**src/sv/transfer_packet_parse_and_check_top_defines.svh**
```systemverilog
// assertion macros for the transfer packet parser and checker
// used by modules that have clk and arst_n in scope; no other dependencies
`ifndef TRANSFER_PACKET_PARSE_AND_CHECK_TOP_DEFINES_SVH
`define TRANSFER_PACKET_PARSE_AND_CHECK_TOP_DEFINES_SVH

`ifndef ASSERT_OFF

// property holds at every rising clock edge out of reset
`define TPPC_ASSERT(lbl, prop, msg) \
	lbl: assert property (@(posedge clk) disable iff (!arst_n) (prop)) else $error(msg);

// same-cycle implication
`define TPPC_ASSERT_IMPL(lbl, ante, cons, msg) \
	lbl: assert property (@(posedge clk) disable iff (!arst_n) (ante) |-> (cons)) \
		else $error(msg);

// next-cycle implication
`define TPPC_ASSERT_NEXT(lbl, ante, cons, msg) \
	lbl: assert property (@(posedge clk) disable iff (!arst_n) (ante) |=> (cons)) \
		else $error(msg);

`else

`define TPPC_ASSERT(lbl, prop, msg)
`define TPPC_ASSERT_IMPL(lbl, ante, cons, msg)
`define TPPC_ASSERT_NEXT(lbl, ante, cons, msg)

`endif

`endif

```
**src/sv/tppc_pkg.sv**
```systemverilog
// types and constants for the transfer packet parser and checker
// no dependencies
package tppc_pkg;

	// packet type codes
	localparam logic [15:0] TYPE_START         = 16'd0;
	localparam logic [15:0] TYPE_SHARD         = 16'd1;
	localparam logic [15:0] TYPE_SHARD_END     = 16'd2;
	localparam logic [15:0] TYPE_REQUEST       = 16'd3;
	localparam logic [15:0] TYPE_COMPLETE      = 16'd4;
	localparam logic [15:0] TYPE_FLAGGED_SHARD = 16'd5;

	// header offsets
	localparam logic [15:0] OFF_SUM_HI = 16'd4;
	localparam logic [15:0] OFF_SUM_LO = 16'd5;
	// a packet never ends before this offset
	localparam logic [15:0] OFF_MIN_LAST = 16'd5;

	localparam int RESULT_BITS = 188;
	localparam int TDATA_BITS  = 192;

	typedef enum logic [1:0] {
		VERDICT_OK       = 2'd0,
		VERDICT_UNKNOWN  = 2'd1,
		VERDICT_SIZE     = 2'd2,
		VERDICT_CHECKSUM = 2'd3
	} verdict_t;

	typedef struct packed {
		logic [15:0] payload_length;
		logic [15:0] range_count;
		logic [15:0] single_count;
		logic [31:0] shard_total;
		logic [39:0] file_length;
		logic        success_flag;
		logic        last_shard;
		logic [31:0] shard_number;
		logic [15:0] transfer_id;
		verdict_t    verdict;
		logic [15:0] packet_type;
	} result_t;

endpackage

```
**src/sv/tppc_parse.sv**
```systemverilog
// per-packet state: offset, checksum, latched header fields, summary result
// depends on tppc_pkg and the assertion macro header
`include "transfer_packet_parse_and_check_top_defines.svh"

module tppc_parse (
	input  logic              clk,
	input  logic              arst_n,
	input  logic              step,
	input  logic [7:0]        data,
	output logic              at_last,
	output tppc_pkg::result_t result
);
	import tppc_pkg::*;

	logic [15:0] byte_offset_q;
	logic [15:0] last_offset_q;
	logic [15:0] running_sum_q;
	logic [15:0] received_sum_q;
	logic [15:0] type_word_q;
	logic [15:0] id_word_q;
	logic [31:0] shard_word_q;
	logic [39:0] size_word_q;
	logic [31:0] total_word_q;
	logic [15:0] singles_word_q;
	logic [15:0] ranges_word_q;
	logic        success_bit_q;

	logic [15:0] last_offset_d;
	logic [15:0] running_sum_d;
	logic [15:0] received_sum_d;
	logic [15:0] type_word_d;
	logic [15:0] id_word_d;
	logic [31:0] shard_word_d;
	logic [39:0] size_word_d;
	logic [31:0] total_word_d;
	logic [15:0] singles_word_d;
	logic [15:0] ranges_word_d;
	logic        success_bit_d;

	logic [15:0] off;
	logic        is_start;
	logic        is_shard;
	logic        is_small;
	logic [16:0] size;
	logic        known;
	logic        size_ok;

	assign off     = byte_offset_q;
	assign at_last = (off >= OFF_MIN_LAST) && (off >= last_offset_q);

	assign is_start = (type_word_q == TYPE_START);
	assign is_shard = (type_word_q == TYPE_SHARD) || (type_word_q == TYPE_FLAGGED_SHARD);
	assign is_small = (type_word_q >= TYPE_SHARD_END) && (type_word_q <= TYPE_COMPLETE);

	// field latching for the current word
	always_comb begin
		last_offset_d  = last_offset_q;
		running_sum_d  = running_sum_q;
		received_sum_d = received_sum_q;
		type_word_d    = type_word_q;
		id_word_d      = id_word_q;
		shard_word_d   = shard_word_q;
		size_word_d    = size_word_q;
		total_word_d   = total_word_q;
		singles_word_d = singles_word_q;
		ranges_word_d  = ranges_word_q;
		success_bit_d  = success_bit_q;

		// checksum covers every byte but the checksum itself
		if (off != OFF_SUM_HI && off != OFF_SUM_LO) begin
			running_sum_d = running_sum_q + {8'd0, data};
		end

		if (off <= 16'd1) begin
			type_word_d = {type_word_q[7:0], data};
		end else if (off <= 16'd3) begin
			last_offset_d = {last_offset_q[7:0], data};
		end else if (off <= OFF_SUM_LO) begin
			received_sum_d = {received_sum_q[7:0], data};
		end else if (is_start) begin
			if (off >= 16'd22 && off <= 16'd26) begin
				size_word_d = {size_word_q[31:0], data};
			end else if (off >= 16'd27 && off <= 16'd30) begin
				total_word_d = {total_word_q[23:0], data};
			end else if (off == 16'd31 || off == 16'd32) begin
				id_word_d = {id_word_q[7:0], data};
			end
		end else if (is_shard) begin
			if (off <= 16'd9) begin
				shard_word_d = {shard_word_q[23:0], data};
			end else if (off <= 16'd11) begin
				id_word_d = {id_word_q[7:0], data};
			end
		end else if (is_small) begin
			if (off <= 16'd7) begin
				id_word_d = {id_word_q[7:0], data};
			end else if (type_word_q == TYPE_REQUEST && off <= 16'd9) begin
				singles_word_d = {singles_word_q[7:0], data};
			end else if (type_word_q == TYPE_REQUEST && off <= 16'd11) begin
				ranges_word_d = {ranges_word_q[7:0], data};
			end else if (type_word_q == TYPE_COMPLETE && off == 16'd8) begin
				success_bit_d = data[7];
			end
		end
	end

	// size rule of the type
	assign size  = {1'b0, last_offset_q} + 17'd1;
	assign known = (type_word_q <= TYPE_FLAGGED_SHARD);

	always_comb begin
		case (type_word_q)
			TYPE_START:         size_ok = (size >= 17'd32);
			TYPE_SHARD:         size_ok = (size >= 17'd12);
			TYPE_SHARD_END:     size_ok = (size == 17'd8);
			TYPE_REQUEST:       size_ok = (size >= 17'd10);
			TYPE_COMPLETE:      size_ok = (size == 17'd9);
			TYPE_FLAGGED_SHARD: size_ok = (size >= 17'd12);
			default:            size_ok = 1'b0;
		endcase
		if (last_offset_q < OFF_MIN_LAST) begin
			size_ok = 1'b0;
		end
	end

	// summary built from the updated fields
	always_comb begin
		result = '0;
		result.packet_type = type_word_q;
		if (!known) begin
			result.verdict = VERDICT_UNKNOWN;
		end else if (!size_ok) begin
			result.verdict = VERDICT_SIZE;
		end else if (running_sum_d != received_sum_d) begin
			result.verdict = VERDICT_CHECKSUM;
		end else begin
			result.verdict = VERDICT_OK;
		end
		if (known) begin
			result.transfer_id = id_word_d;
		end
		case (type_word_q)
			TYPE_START: begin
				result.file_length    = size_word_d;
				result.shard_total    = total_word_d;
				result.payload_length = (size >= 17'd33) ? 16'(size - 17'd33) : 16'd0;
			end
			TYPE_SHARD: begin
				result.shard_number   = shard_word_d;
				result.payload_length = (size >= 17'd12) ? 16'(size - 17'd12) : 16'd0;
			end
			TYPE_FLAGGED_SHARD: begin
				result.shard_number   = {1'b0, shard_word_d[30:0]};
				result.last_shard     = shard_word_d[31];
				result.payload_length = (size >= 17'd12) ? 16'(size - 17'd12) : 16'd0;
			end
			TYPE_REQUEST: begin
				result.single_count = singles_word_d;
				result.range_count  = ranges_word_d;
			end
			TYPE_COMPLETE: begin
				result.success_flag = success_bit_d;
			end
			default: begin
			end
		endcase
	end

	// state registers, cleared after the last word of a packet
	always_ff @(posedge clk or negedge arst_n) begin
		if (!arst_n) begin
			byte_offset_q  <= '0;
			last_offset_q  <= '0;
			running_sum_q  <= '0;
			received_sum_q <= '0;
			type_word_q    <= '0;
			id_word_q      <= '0;
			shard_word_q   <= '0;
			size_word_q    <= '0;
			total_word_q   <= '0;
			singles_word_q <= '0;
			ranges_word_q  <= '0;
			success_bit_q  <= 1'b0;
		end else if (step) begin
			if (at_last) begin
				byte_offset_q  <= '0;
				last_offset_q  <= '0;
				running_sum_q  <= '0;
				received_sum_q <= '0;
				type_word_q    <= '0;
				id_word_q      <= '0;
				shard_word_q   <= '0;
				size_word_q    <= '0;
				total_word_q   <= '0;
				singles_word_q <= '0;
				ranges_word_q  <= '0;
				success_bit_q  <= 1'b0;
			end else begin
				byte_offset_q  <= off + 16'd1;
				last_offset_q  <= last_offset_d;
				running_sum_q  <= running_sum_d;
				received_sum_q <= received_sum_d;
				type_word_q    <= type_word_d;
				id_word_q      <= id_word_d;
				shard_word_q   <= shard_word_d;
				size_word_q    <= size_word_d;
				total_word_q   <= total_word_d;
				singles_word_q <= singles_word_d;
				ranges_word_q  <= ranges_word_d;
				success_bit_q  <= success_bit_d;
			end
		end
	end

	`TPPC_ASSERT_NEXT(a_clear_after_last, step && at_last, byte_offset_q == 16'd0 && running_sum_q == 16'd0, "state not cleared after packet end")
	`TPPC_ASSERT_NEXT(a_offset_advance, step && !at_last, byte_offset_q == 16'($past(byte_offset_q) + 16'd1), "byte offset did not advance")
	`TPPC_ASSERT_IMPL(a_unknown_type, step && at_last, (result.verdict == VERDICT_UNKNOWN) == (type_word_q > TYPE_FLAGGED_SHARD), "unknown-type verdict disagrees with type")
	`TPPC_ASSERT_IMPL(a_ok_needs_length, step && at_last && result.verdict == VERDICT_OK, last_offset_q >= OFF_MIN_LAST && running_sum_d == received_sum_d, "ok verdict on short or bad packet")

endmodule

```
**src/sv/transfer_packet_parse_and_check_top.sv**
```systemverilog
// channel   dir  signals                          word
// s_axis    in   tvalid tready tdata[7:0]         one packet byte
// m_axis    out  tvalid tready tdata[191:0]       one packet summary
//
// one byte is taken per cycle unless a byte that ends a packet is held in the input register
// bytes go through an input register, then the parse state into the result register
// a byte that ends a packet waits in the input register only while the result register is full
// and not being drained; other bytes never stall
// arst_n clears the offset, checksum and all latched fields; no clearing pass is needed
//
// top level of the transfer packet parser and checker; depends on tppc_pkg and tppc_parse
module transfer_packet_parse_and_check_top (
	input  logic         clk,
	input  logic         arst_n,
	input  logic         s_axis_tvalid,
	output logic         s_axis_tready,
	input  logic [7:0]   s_axis_tdata,  // [7:0] packet_byte
	output logic         m_axis_tvalid,
	input  logic         m_axis_tready,
	// [15:0] packet_type, [17:16] verdict, [33:18] transfer_id, [65:34] shard_number,
	// [66] last_shard, [67] success_flag, [107:68] file_length, [139:108] shard_total,
	// [155:140] single_count, [171:156] range_count, [187:172] payload_length, rest zero
	output logic [191:0] m_axis_tdata
);
	import tppc_pkg::*;

	logic       valid_s1;
	logic [7:0] byte_s1;
	logic       at_last;
	logic       out_free;
	logic       step;
	result_t    result;
	result_t    result_q;
	logic       out_valid_q;

	// byte in the input register goes through unless it needs a busy result slot
	assign out_free      = !out_valid_q || m_axis_tready;
	assign step          = valid_s1 && (!at_last || out_free);
	assign s_axis_tready = !valid_s1 || step;

	// input register
	always_ff @(posedge clk or negedge arst_n) begin
		if (!arst_n) begin
			valid_s1 <= 1'b0;
		end else if (s_axis_tvalid && s_axis_tready) begin
			valid_s1 <= 1'b1;
		end else if (step) begin
			valid_s1 <= 1'b0;
		end
	end

	always_ff @(posedge clk) begin
		if (s_axis_tvalid && s_axis_tready) begin
			byte_s1 <= s_axis_tdata;
		end
	end

	tppc_parse u_parse (
		.clk     (clk),
		.arst_n  (arst_n),
		.step    (step),
		.data    (byte_s1),
		.at_last (at_last),
		.result  (result)
	);

	// result register
	always_ff @(posedge clk or negedge arst_n) begin
		if (!arst_n) begin
			out_valid_q <= 1'b0;
		end else if (step && at_last) begin
			out_valid_q <= 1'b1;
		end else if (m_axis_tready) begin
			out_valid_q <= 1'b0;
		end
	end

	always_ff @(posedge clk) begin
		if (step && at_last) begin
			result_q <= result;
		end
	end

	// pack fields from the lowest bit up
	assign m_axis_tvalid = out_valid_q;
	assign m_axis_tdata  = {
		4'd0,
		result_q.payload_length,
		result_q.range_count,
		result_q.single_count,
		result_q.shard_total,
		result_q.file_length,
		result_q.success_flag,
		result_q.last_shard,
		result_q.shard_number,
		result_q.transfer_id,
		result_q.verdict,
		result_q.packet_type
	};

endmodule

```
**config.mk**
```make
export PLATFORM = sky130hd
export DESIGN_NAME = transfer_packet_parse_and_check_top
export DESIGN_NICKNAME = d
export VERILOG_FILES = /design/src/sv/tppc_pkg.sv /design/src/sv/tppc_parse.sv /design/src/sv/transfer_packet_parse_and_check_top.sv
export VERILOG_INCLUDE_DIRS = /design/src /design/src/sv
export SDC_FILE = /design/constraint.sdc
export NUM_CORES = 1
export LEC_CHECK = 0
export ABC_CLOCK_PERIOD_IN_PS = 11800
export BUFFER_PORTS_ARGS = -buffer_cell sky130_fd_sc_hd__buf_2
export CORE_ASPECT_RATIO = 0.9
export CORE_UTILIZATION = 46
export CTS_BUF_LIST = sky130_fd_sc_hd__clkbuf_2 sky130_fd_sc_hd__clkbuf_4 sky130_fd_sc_hd__clkbuf_8
export DETAILED_ROUTE_END_ITERATION = 8
export RECOVER_POWER = 50
export SETUP_SLACK_MARGIN = 0.2
export SYNTH_ARGS = -nofsm -noshare
export SYNTH_HDL_FRONTEND = slang
export SYNTH_SLANG_ARGS = --single-unit
```
**constraint.sdc**
```tcl
create_clock -name clk -period 11.8 [get_ports clk]
set_input_delay 0.59 -clock clk [delete_from_list [all_inputs] [get_ports clk]]
set_output_delay 0.59 -clock clk [all_outputs]
set_load 0.005 [all_outputs]
```
After elaboration in Yosys (flattened, before gate mapping)
Cells that the tools add are included.
{ "classes": {"n_addsub": 5, "n_lt_le_gt_ge": 20, "eq_ne": 14, "n_mux": 87, "n_reduce_logical": 27} }
{ "ops": {"columns": ["cell", "count"], "rows": [
  ["16-bit 2-to-1 mux", 46],
  ["32-bit 2-to-1 mux", 14],
  ["40-bit 2-to-1 mux", 6],
  ["16-bit by 3-bit <= comparator with 1-bit output, second input constant", 4],
  ["32-bit one-hot mux with 2 select lines", 1],
  ["17-bit by 4-bit == test with 1-bit output, second input constant", 2],
  ["17-bit by 4-bit greater-or-equal comparator with 1-bit output, second input constant", 2],
  ["17-bit by 6-bit greater-or-equal comparator with 1-bit output, second input constant", 2],
  ["16-bit by 2-bit == test with 1-bit output, second input constant", 2],
  ["16-bit by 3-bit == test with 1-bit output, second input constant", 2],
  ["16-bit by 5-bit greater-or-equal comparator with 1-bit output, second input constant", 2],
  ["16-bit by 4-bit <= comparator with 1-bit output, second input constant", 2],
  ["16-bit by 5-bit <= comparator with 1-bit output, second input constant", 2],
  ["16-bit by 3-bit inequality test with 1-bit output, second input constant", 2],
  ["16-bit one-hot mux with 2 select lines", 1],
  ["16-bit by 1-bit adder with 17-bit output, second input constant", 1],
  ["16-bit by 1-bit adder with 16-bit output, second input constant", 1],
  ["16-bit by 8-bit adder with 16-bit output", 1],
  ["16-bit by 1-bit == test with 1-bit output, second input constant", 1],
  ["16-bit by 4-bit == test with 1-bit output, second input constant", 1],
  ["16-bit by 5-bit == test with 1-bit output, second input constant", 1],
  ["16-bit by 6-bit == test with 1-bit output, second input constant", 1],
  ["16-bit greater-or-equal comparator", 1],
  ["16-bit by 2-bit greater-or-equal comparator with 1-bit output, second input constant", 1],
  ["other kinds (19)", 54]
]} }
{ "word_totals": {"ff_bits": 431, "inputBits": 12, "output_inout_bits": 194, "elab_cells": 179} }

Longest topological paths before layout
Gate-level depths: netlist of run 1.
{ "logic_depth": {"word_depth": 13, "mapped_depth": 14, "mapped_depth_nobuf": 12} }

Hierarchy
A second synthesis of run 1 with hierarchy kept.
{ "unflattened": {"hier_cells": 1877, "hier_area_um2": 20241.9} }
{ "by_module_without_submodules": {"columns": ["module", "n_inst", "cells_each", "area_each_um2", "seq_area_each_um2"], "rows": [
  ["tppc_parse", 1, 1666, 14204.9, 5830.6],
  ["transfer_packet_parse_and_check_top", 1, 211, 6037.0, 5935.7]
]} }

Worst setup path before layout of run 1
No wires, ideal clock.
{ "synth_timing": {"path_type": "reg2reg", "startpoint": "register u_parse.byte_offset_q[0]", "endpoint": "register result_q (netlist bit m_axis_tdata[0]) (enable)", "setup_time_ps": 738, "t_arrival_ps": 9941, "required_ps": 11062, "slack_ps": 1121, "path_stages_with_launch": 13, "path_buffers": 2, "period_less_slack_ps": 10679, "path_cell_list": "dfrtp_1 > inv_1 > ha_1 > nand2b_1 > a21o_1 > a21o_1 > a21oi_1 > o211ai_1 > a21boi_0 > or2_2 > buf_2 > buf_1 > nor2_1"} }
{ "synth_via": {"elab_chain_len": 6, "elab_cells_between_ends": 7, "cone_classes": "2 x order compare; 5 x reduce/logical"} }
{ "synth_lines": {"columns": ["item", "line", "text"], "rows": [
  ["start, declared", "tppc_parse.sv:15", "logic [15:0] byte_offset_q;"],
  ["start signal, assigned", "tppc_parse.sv:199", "byte_offset_q <= off + 16'd1;"],
  ["16-bit by 3-bit greater-or-equal comparator with 1-bit output or 16-bit greater-or-equal comparator (tied branches)", "tppc_parse.sv:49", "assign at_last = (off >= OFF_MIN_LAST) && (off >= last_offset_q);"],
  ["1-bit logical AND (*)", "tppc_parse.sv:49", null],
  ["1-bit logical NOT", "transfer_packet_parse_and_check_top.sv:38", "assign step = valid_s1 && (!at_last || out_free);"],
  ["1-bit logical OR", "transfer_packet_parse_and_check_top.sv:38", null],
  ["1-bit logical AND", "transfer_packet_parse_and_check_top.sv:38", null],
  ["1-bit logical AND (*)", "transfer_packet_parse_and_check_top.sv:79", "if (step && at_last) begin"],
  ["end signal, assigned", "transfer_packet_parse_and_check_top.sv:80", "result_q <= result;"],
  ["end, declared", "transfer_packet_parse_and_check_top.sv:33", "result_t result_q;"]
]} }
Every way passes the cells marked *; elsewhere a longest branch is shown, timed or not.
A chain may end at the register's enable or synchronous reset.

==> results of run 1 <==
## path summary, 6_finish.rpt
kind	from	end	slack, ps
worst min-delay path	s_axis_tdata[2]	byte_s1[2]	130
worst max-delay path	arst_n	u_parse.type_word_q[5]	5030
worst max register to register	u_parse.type_word_q[3]	u_parse.size_word_q[34]	7030
min in group asynchronous	arst_n	u_parse.total_word_q[21]	2630
worst min register to register	u_parse.type_word_q[10]	m_axis_tdata[10]	490
max in group clk	u_parse.type_word_q[3]	u_parse.size_word_q[34]	7030
## logic make-up after synthesis
group | count (synthesis) | synth area share (%)
simple gates | 590 | 13.3
compound gates | 535 | 19.0
flops | 431 | 58.3
buf+inv | 167 | 3.54
xor+xnor | 50 | 2.17
fa+ha+maj | 37 | 2.33
mux | 28 | 1.39
other cells | 1 | 0.0186
## registers in the layout, indices dropped and copies added (netlist names)
register                cells
u_parse.success_bit_q       1
u_parse.last_offset_q      16
u_parse.received_sum_q     16
u_parse.type_word_q        16
u_parse.running_sum_q      16
u_parse.total_word_q       32
u_parse.byte_offset_q      16
u_parse.id_word_q          16
u_parse.size_word_q        40
valid_s1                    1
u_parse.ranges_word_q      16
byte_s1                     8
u_parse.shard_word_q       32
u_parse.singles_word_q     16
m_axis_tvalid               1
m_axis_tdata              188
## per-stage QoR
| stage | hold WS, ps | cell area (sq um) | setup slack [ps] | utilization, % |
|---|---|---|---|---|
| final | 134 | 23000 | 5030 | 53.4 |
| after global routing | 79.3 | 23000 | 3750 | 53.4 |
| after CTS | 84.7 | 23200 | 7380 | 53.7 |
| after detailed placement | 471 | 21600 | 7420 | 50.0 |
| after global placement | 468 | 21600 | 7550 | 50.0 |
| after floorplan | 294 | 20200 | 1120 | - |
## what timing repair did
action	CTS	global route
hold buffers	1	0
resized for setup	0	0
endpoints found under the hold margin	1	0
setup buffers	0	0
## final cells by class
cell class                 instances  area share [%]
clock buffer                     122            6.39
multi-input combinational       1244            33.6
tap                              555            3.01
sequential                       431            51.1
timing repair buffer             231            4.90
inverter                          35           0.570
clock inverter                    16           0.494
## where the power goes
part | internal (mW) | switching, mW
Clock | 0.813 | 0.612
Sequential | 2.01 | 0.260
Combinational | 0.611 | 1.33
Total | 3.43 | 2.20
## worst reg2reg max path: stages (launching register included)
cell and delay [ps]:
dfrtp_1 410, nor4_1 290, nand4_1 410, nor3_1 490, nand2_2 120, nor4_1 340
clkbuf_1 1520, o21ai_4 630, a22o_1 440
## metal layers
layer	up-vias	track usage, %	routed length (um)
li1	7128	-	-
met1	7654	37.5	26200
met2	574	35.9	24500
met3	66	5.62	3950
met4	0	5.96	838
met5	-	0	0
## cells in the final DEF, fill, tap and decap left out, types with 33 or more instances in the layout
cell type / count
nand2_1: 337
dfrtp_1: 235
edfxtp_1: 196
a21oi_1: 173
a22o_1: 154
buf_2: 130
clkbuf_8: 89
clkbuf_1: 75
nor2_1: 72
o2bb2ai_1: 55
o21ai_0: 42
nand3_1: 36
ha_1: 36
inv_1: 35
xnor2_1: 35
clkbuf_4: 33
==> metrics.txt, run 1 <==
Slew @ Worst Pin 5980 ps; antenna violations before repair 0; P&R area growth vs syn 14.2%; crit end category asynchronous set/reset pin; final net count 2,066; Seq/Total Area, Yosys 58.3%; dpl cells 2,495; Routed wire per std cell 21.1 um; number of synthesized flops with an enable pin 196; Slew Limit Fails 208; PortBufs around 200; DIE HEIGHT 201 um; total number of vias 15,400; CP Data Arrival Time 7350 ps; gr usage total 24.8%; DR DRC count 0; CP max FO 104; htree depth 3; cell mode on critical path buf_4; number of detailed-route iterations in the first pass 5; skew final 25.0 ps; Synth area leader edfxtp_1; synthesis warning total 0; worst path bufs/invs 4; Finished Layout Cells 2,634; failing checks capacitance limit, slew limit; cell count after synthesis roughly 1,800; TNS Setup 0 ps; layout cells sized above 1 around 15%; DR iter-0 viols ~1,600; Cell Chain, Critical Path dlygate4sd3_1, clkbuf_1, buf_4, buf_4; max_cap viols 4; Sink Count 431; Crit path depth 4; main area contributors after synthesis edfxtp_1 (29%), dfrtp_1 (29%), a22o_1 (6.7%); filler instances about 3,800; crit path kind input port to asynchronous set/reset pin; Num CTS Buffers 74; core area approximately 43,000 sq um; Crit path largest cell delay ~4000 ps; Pwr Density roughly 240 nW/um^2; final hold violations 0; DIE AREA 44,700 sq um; Hold Crit Class input port to register; global-route wire length before repair ~86 mm; vias in the first global route 14,600; setup violators final 0; Max IR drop VDD between 150 and 200 uV; CTS tree built; Netlist cell types 80; via/cell ratio 5.85; Critical-path top delay cell clkbuf_1; Setup crit start kind input port; Initial Utilization between 40% and 50%; Max transition margin -299%; Tcrit/Tclk final 57.3%; area of the multi-input gates between 7000 and 8000 sq um; prevailing post-synth register cell dfrtp_1; Die X-Extent 223 um; ANT nets after route 0; worst hold stages 1; top-area cell type share of the netlist area 29.2%; Post-synth ARST share 54.5%; delay-heaviest family, CP buffers and inverters; synthesized flop and latch total about 430; antenna diode count 0; Worst EP required 12,390 ps; Period minus WS final 6770 ps; most frequent cell after synthesis nand2_1; clock root cell clkbuf_8; Avg Inst Size Synth approximately 11 sq um; overall power 5.63 mW; # IOs 206; status finished, violations left; Syn Std Cell Area 20,200 sq um; Max clock buf depth 3; FF/Latch Area 11,800 sq um; path depth of the worst reg2reg path 8; Leakage 8.87 nW; final WL 55.5 mm; Routability Congestion approximately 0.89; Commonest cells post-synth nand2_1 (338), dfrtp_1 (235), edfxtp_1 (196), a21oi_1 (174), a22o_1 (154); unrepaired setup endpoints after global routing no; pin count of the biggest net entering global routing 105; clk_lat worst skew approximately 640 ps; row count 72; Worst-path clk slew 60 ps; f_max around 0.15 GHz; remaining global-route overflow 0; DP Wirelength roughly 35 mm
Power figures use the tool's default switching activity.
==> inputs of run 2 (changes only) <==
ABC_CLOCK_PERIOD_IN_PS = 6700   (was 11800)
clock period = 6.7 ns   (was 11.8 ns; I/O delays follow)
==> run 2 against run 1 <==
Effect of this change: the run still ends with capacitance limit, slew limit left; critical endpoint is now u_parse.size_word_q[32]; global-route usage is 0.80 points higher; non-clock buffer count up 9; flip-flop and latch count stayed put; clock skew down 4.7 ps; critical path type is now register to register; setup slack lost 3100 ps; power increased by 76%; register-to-register slack got worse by 5000 ps; via count rose by 0.19%; combinational power rose by 79%.
==> metrics.txt, run 2 (same netlist as run 1, synthesis figures left out) <==
status finished, violations left; failing checks capacitance limit, slew limit; R2R setup slack 1980 ps (-5050 ps); unrepaired setup endpoints after global routing no; Hold Crit Start m_axis_tready; post_cts resized 0 (unchanged); via/cell ratio 5.87 (+0.23%); antenna diode count 0 (unchanged); met2 Use GR 38.5% (+2.6 points); hold_buf cts 10 (+9); crit path kind register to register; CP max FO 42 (-60%); Slew Limit Fails 252 (+21%); Period minus WS final 4720 ps; cell mode on critical path nor4_1; Die X-Extent 223 um (unchanged); DR iter-0 viols 1,682 (+5.9%); hold_ws 194 ps (+60.3 ps); vias in the first global route 15,000 (+2.5%); Max transition margin -156% (+140 points); ANT nets after route 0 (unchanged); setup violators final 0 (unchanged); area of the multi-input gates 7730 sq um (about the same); RR Startpoint u_parse.type_word_q[7]; Cell Chain, Critical Path nor4_1, nand4_1, nor3_1, nand2_2, nor4_1, clkbuf_1, o21ai_4, a22o_1; # IOs 206 (unchanged); clock root cell clkbuf_8; Num CTS Buffers 70 (-5.4%); PortBufs 201 (unchanged); layout cells sized above 1 14.8% (-0.47 points); filler instances 3,852 (+0.078%); Pwr Density 430 nW/um^2 (+76%); Max clock buf depth 3 (unchanged); TNS Setup 0 ps (unchanged); CP Data Arrival Time 5230 ps (-2120 ps); gr usage total 25.6% (+0.80 points); final hold violations 0 (unchanged); met1 Use GR 37.7% (+0.19 points); final WL 56.7 mm (+2.2%); fin worst setup slack 1980 ps (-3050 ps); Routability Congestion 0.956 (+6.8%); Critical Path Sink u_parse.size_word_q[32]; remaining global-route overflow 0 (unchanged); core area 43,200 sq um (unchanged); global-route wire length before repair 89.0 mm (+3.5%); DIE AREA 44,700 sq um (unchanged); Worst setup startpoint u_parse.type_word_q[7]; most frequent cells in the layout nand2_1 (337), dfrtp_1 (235), edfxtp_1 (196); DP Wirelength 36.1 mm (+2.1%); post-place setup slack 2540 ps (-4880 ps); number of detailed-route iterations in the first pass 6 (+1); Setup Buffers After CTS 0 (unchanged); FF/Latch Area 11,800 sq um (unchanged); Leakage 8.87 nW (about the same); antenna violations before repair 1 (+1); final net count 2,071 (+0.24%); Sink Count 431 (unchanged); Critical-path top delay cell clkbuf_1; crit end category register; pin count of the biggest net entering global routing 149 (+42%); P&R area growth vs syn 14.5%; max_cap viols 4 (unchanged); DR DRC count 0 (unchanged); skew final 20.3 ps (-4.72 ps); Routed wire per std cell 21.6 um (+2.2%); row count 72 (unchanged); clk_lat worst skew 640 ps (about the same); Tcrit/Tclk final between 70% and 80%; Slew @ Worst Pin 3840 ps (-2150 ps); DIE HEIGHT 201 um (unchanged); total number of vias 15,500 (+0.19%); RR Endpoint u_parse.size_word_q[32]; CTS tree built; Worst EP required 7210 ps (-5180 ps); global route hottest layer met2; max reg flops 188 (unchanged); Max IR drop VDD 316 uV (+89%); Initial Utilization 46.7% (unchanged); Hold Crit Class input port to register; f_max 0.212 GHz; met3 GRT Util 5.43% (-0.19 points); Crit path largest cell delay 1470 ps (-2570 ps); htree depth 3 (unchanged); path depth of the worst reg2reg path 8 (unchanged); Setup crit start kind register; Worst-path clk slew 60 ps (about the same); commonest non-fill, non-tap cell in the layout nand2_1
## run 2: final cells by class
| class | count | share of cell area, % |
|---|---|---|
| Clock buffer | 119 | 6.17 |
| Clock inverter | 9 | 0.466 |
| Inverter | 35 | 0.569 |
| Multi-Input combinational cell | 1244 | 33.5 |
| Sequential cell | 431 | 50.9 |
| Tap cell | 555 | 3.01 |
| Timing Repair Buffer | 240 | 5.38 |
## run 2: per-layer routing
layer  wire length [um]  vias to the layer above  share of wire [%]
met5                  0                        -                  0
met1              26400                     7695                 47
met3               3740                       77                6.6
met2              25600                      558                 45
li1                   -                     7121                  -
met4                945                        0                1.7
## run 2: worst min path at each step
stage                                endpoint  slack, ps  depth (start not counted)
floorplan                       m_axis_tvalid         40                          0
global placement    u_parse.ranges_word_q[13]        390                          1
detailed placement  u_parse.ranges_word_q[13]        390                          1
CTS                             m_axis_tvalid        150                          3
global route                    m_axis_tvalid        180                          3
finish                          m_axis_tvalid        190                          3
## run 2: critical path, delay by kind of cell, from the launching register on
kind            cells  cell delay (ps)
buf+inv             1             1470
simple gates        5             1650
flops               1              420
compound gates      2             1020
## run 2: report_power, final
group          switching [mW]  leakage [nW]  internal [mW]  total, mW
sequential              0.454          5.10           3.52       3.98
combinational            2.38          2.95           1.10       3.48
clock                    1.06         0.817           1.42       2.48
## run 2: through the flow
| step | std cells | util, % | instance area (sq um) | power, mW |
|---|---|---|---|---|
| floorplan | 1842 | - | 20200 | 6.23 |
| global placement | 2495 | 50.1 | 21600 | 7.48 |
| detailed placement | 2495 | 50.1 | 21600 | 7.51 |
| CTS | 2633 | 53.9 | 23200 | 10.0 |
| global route | 2633 | 53.5 | 23100 | 10.5 |
| finish | 2633 | 53.5 | 23100 | 9.93 |
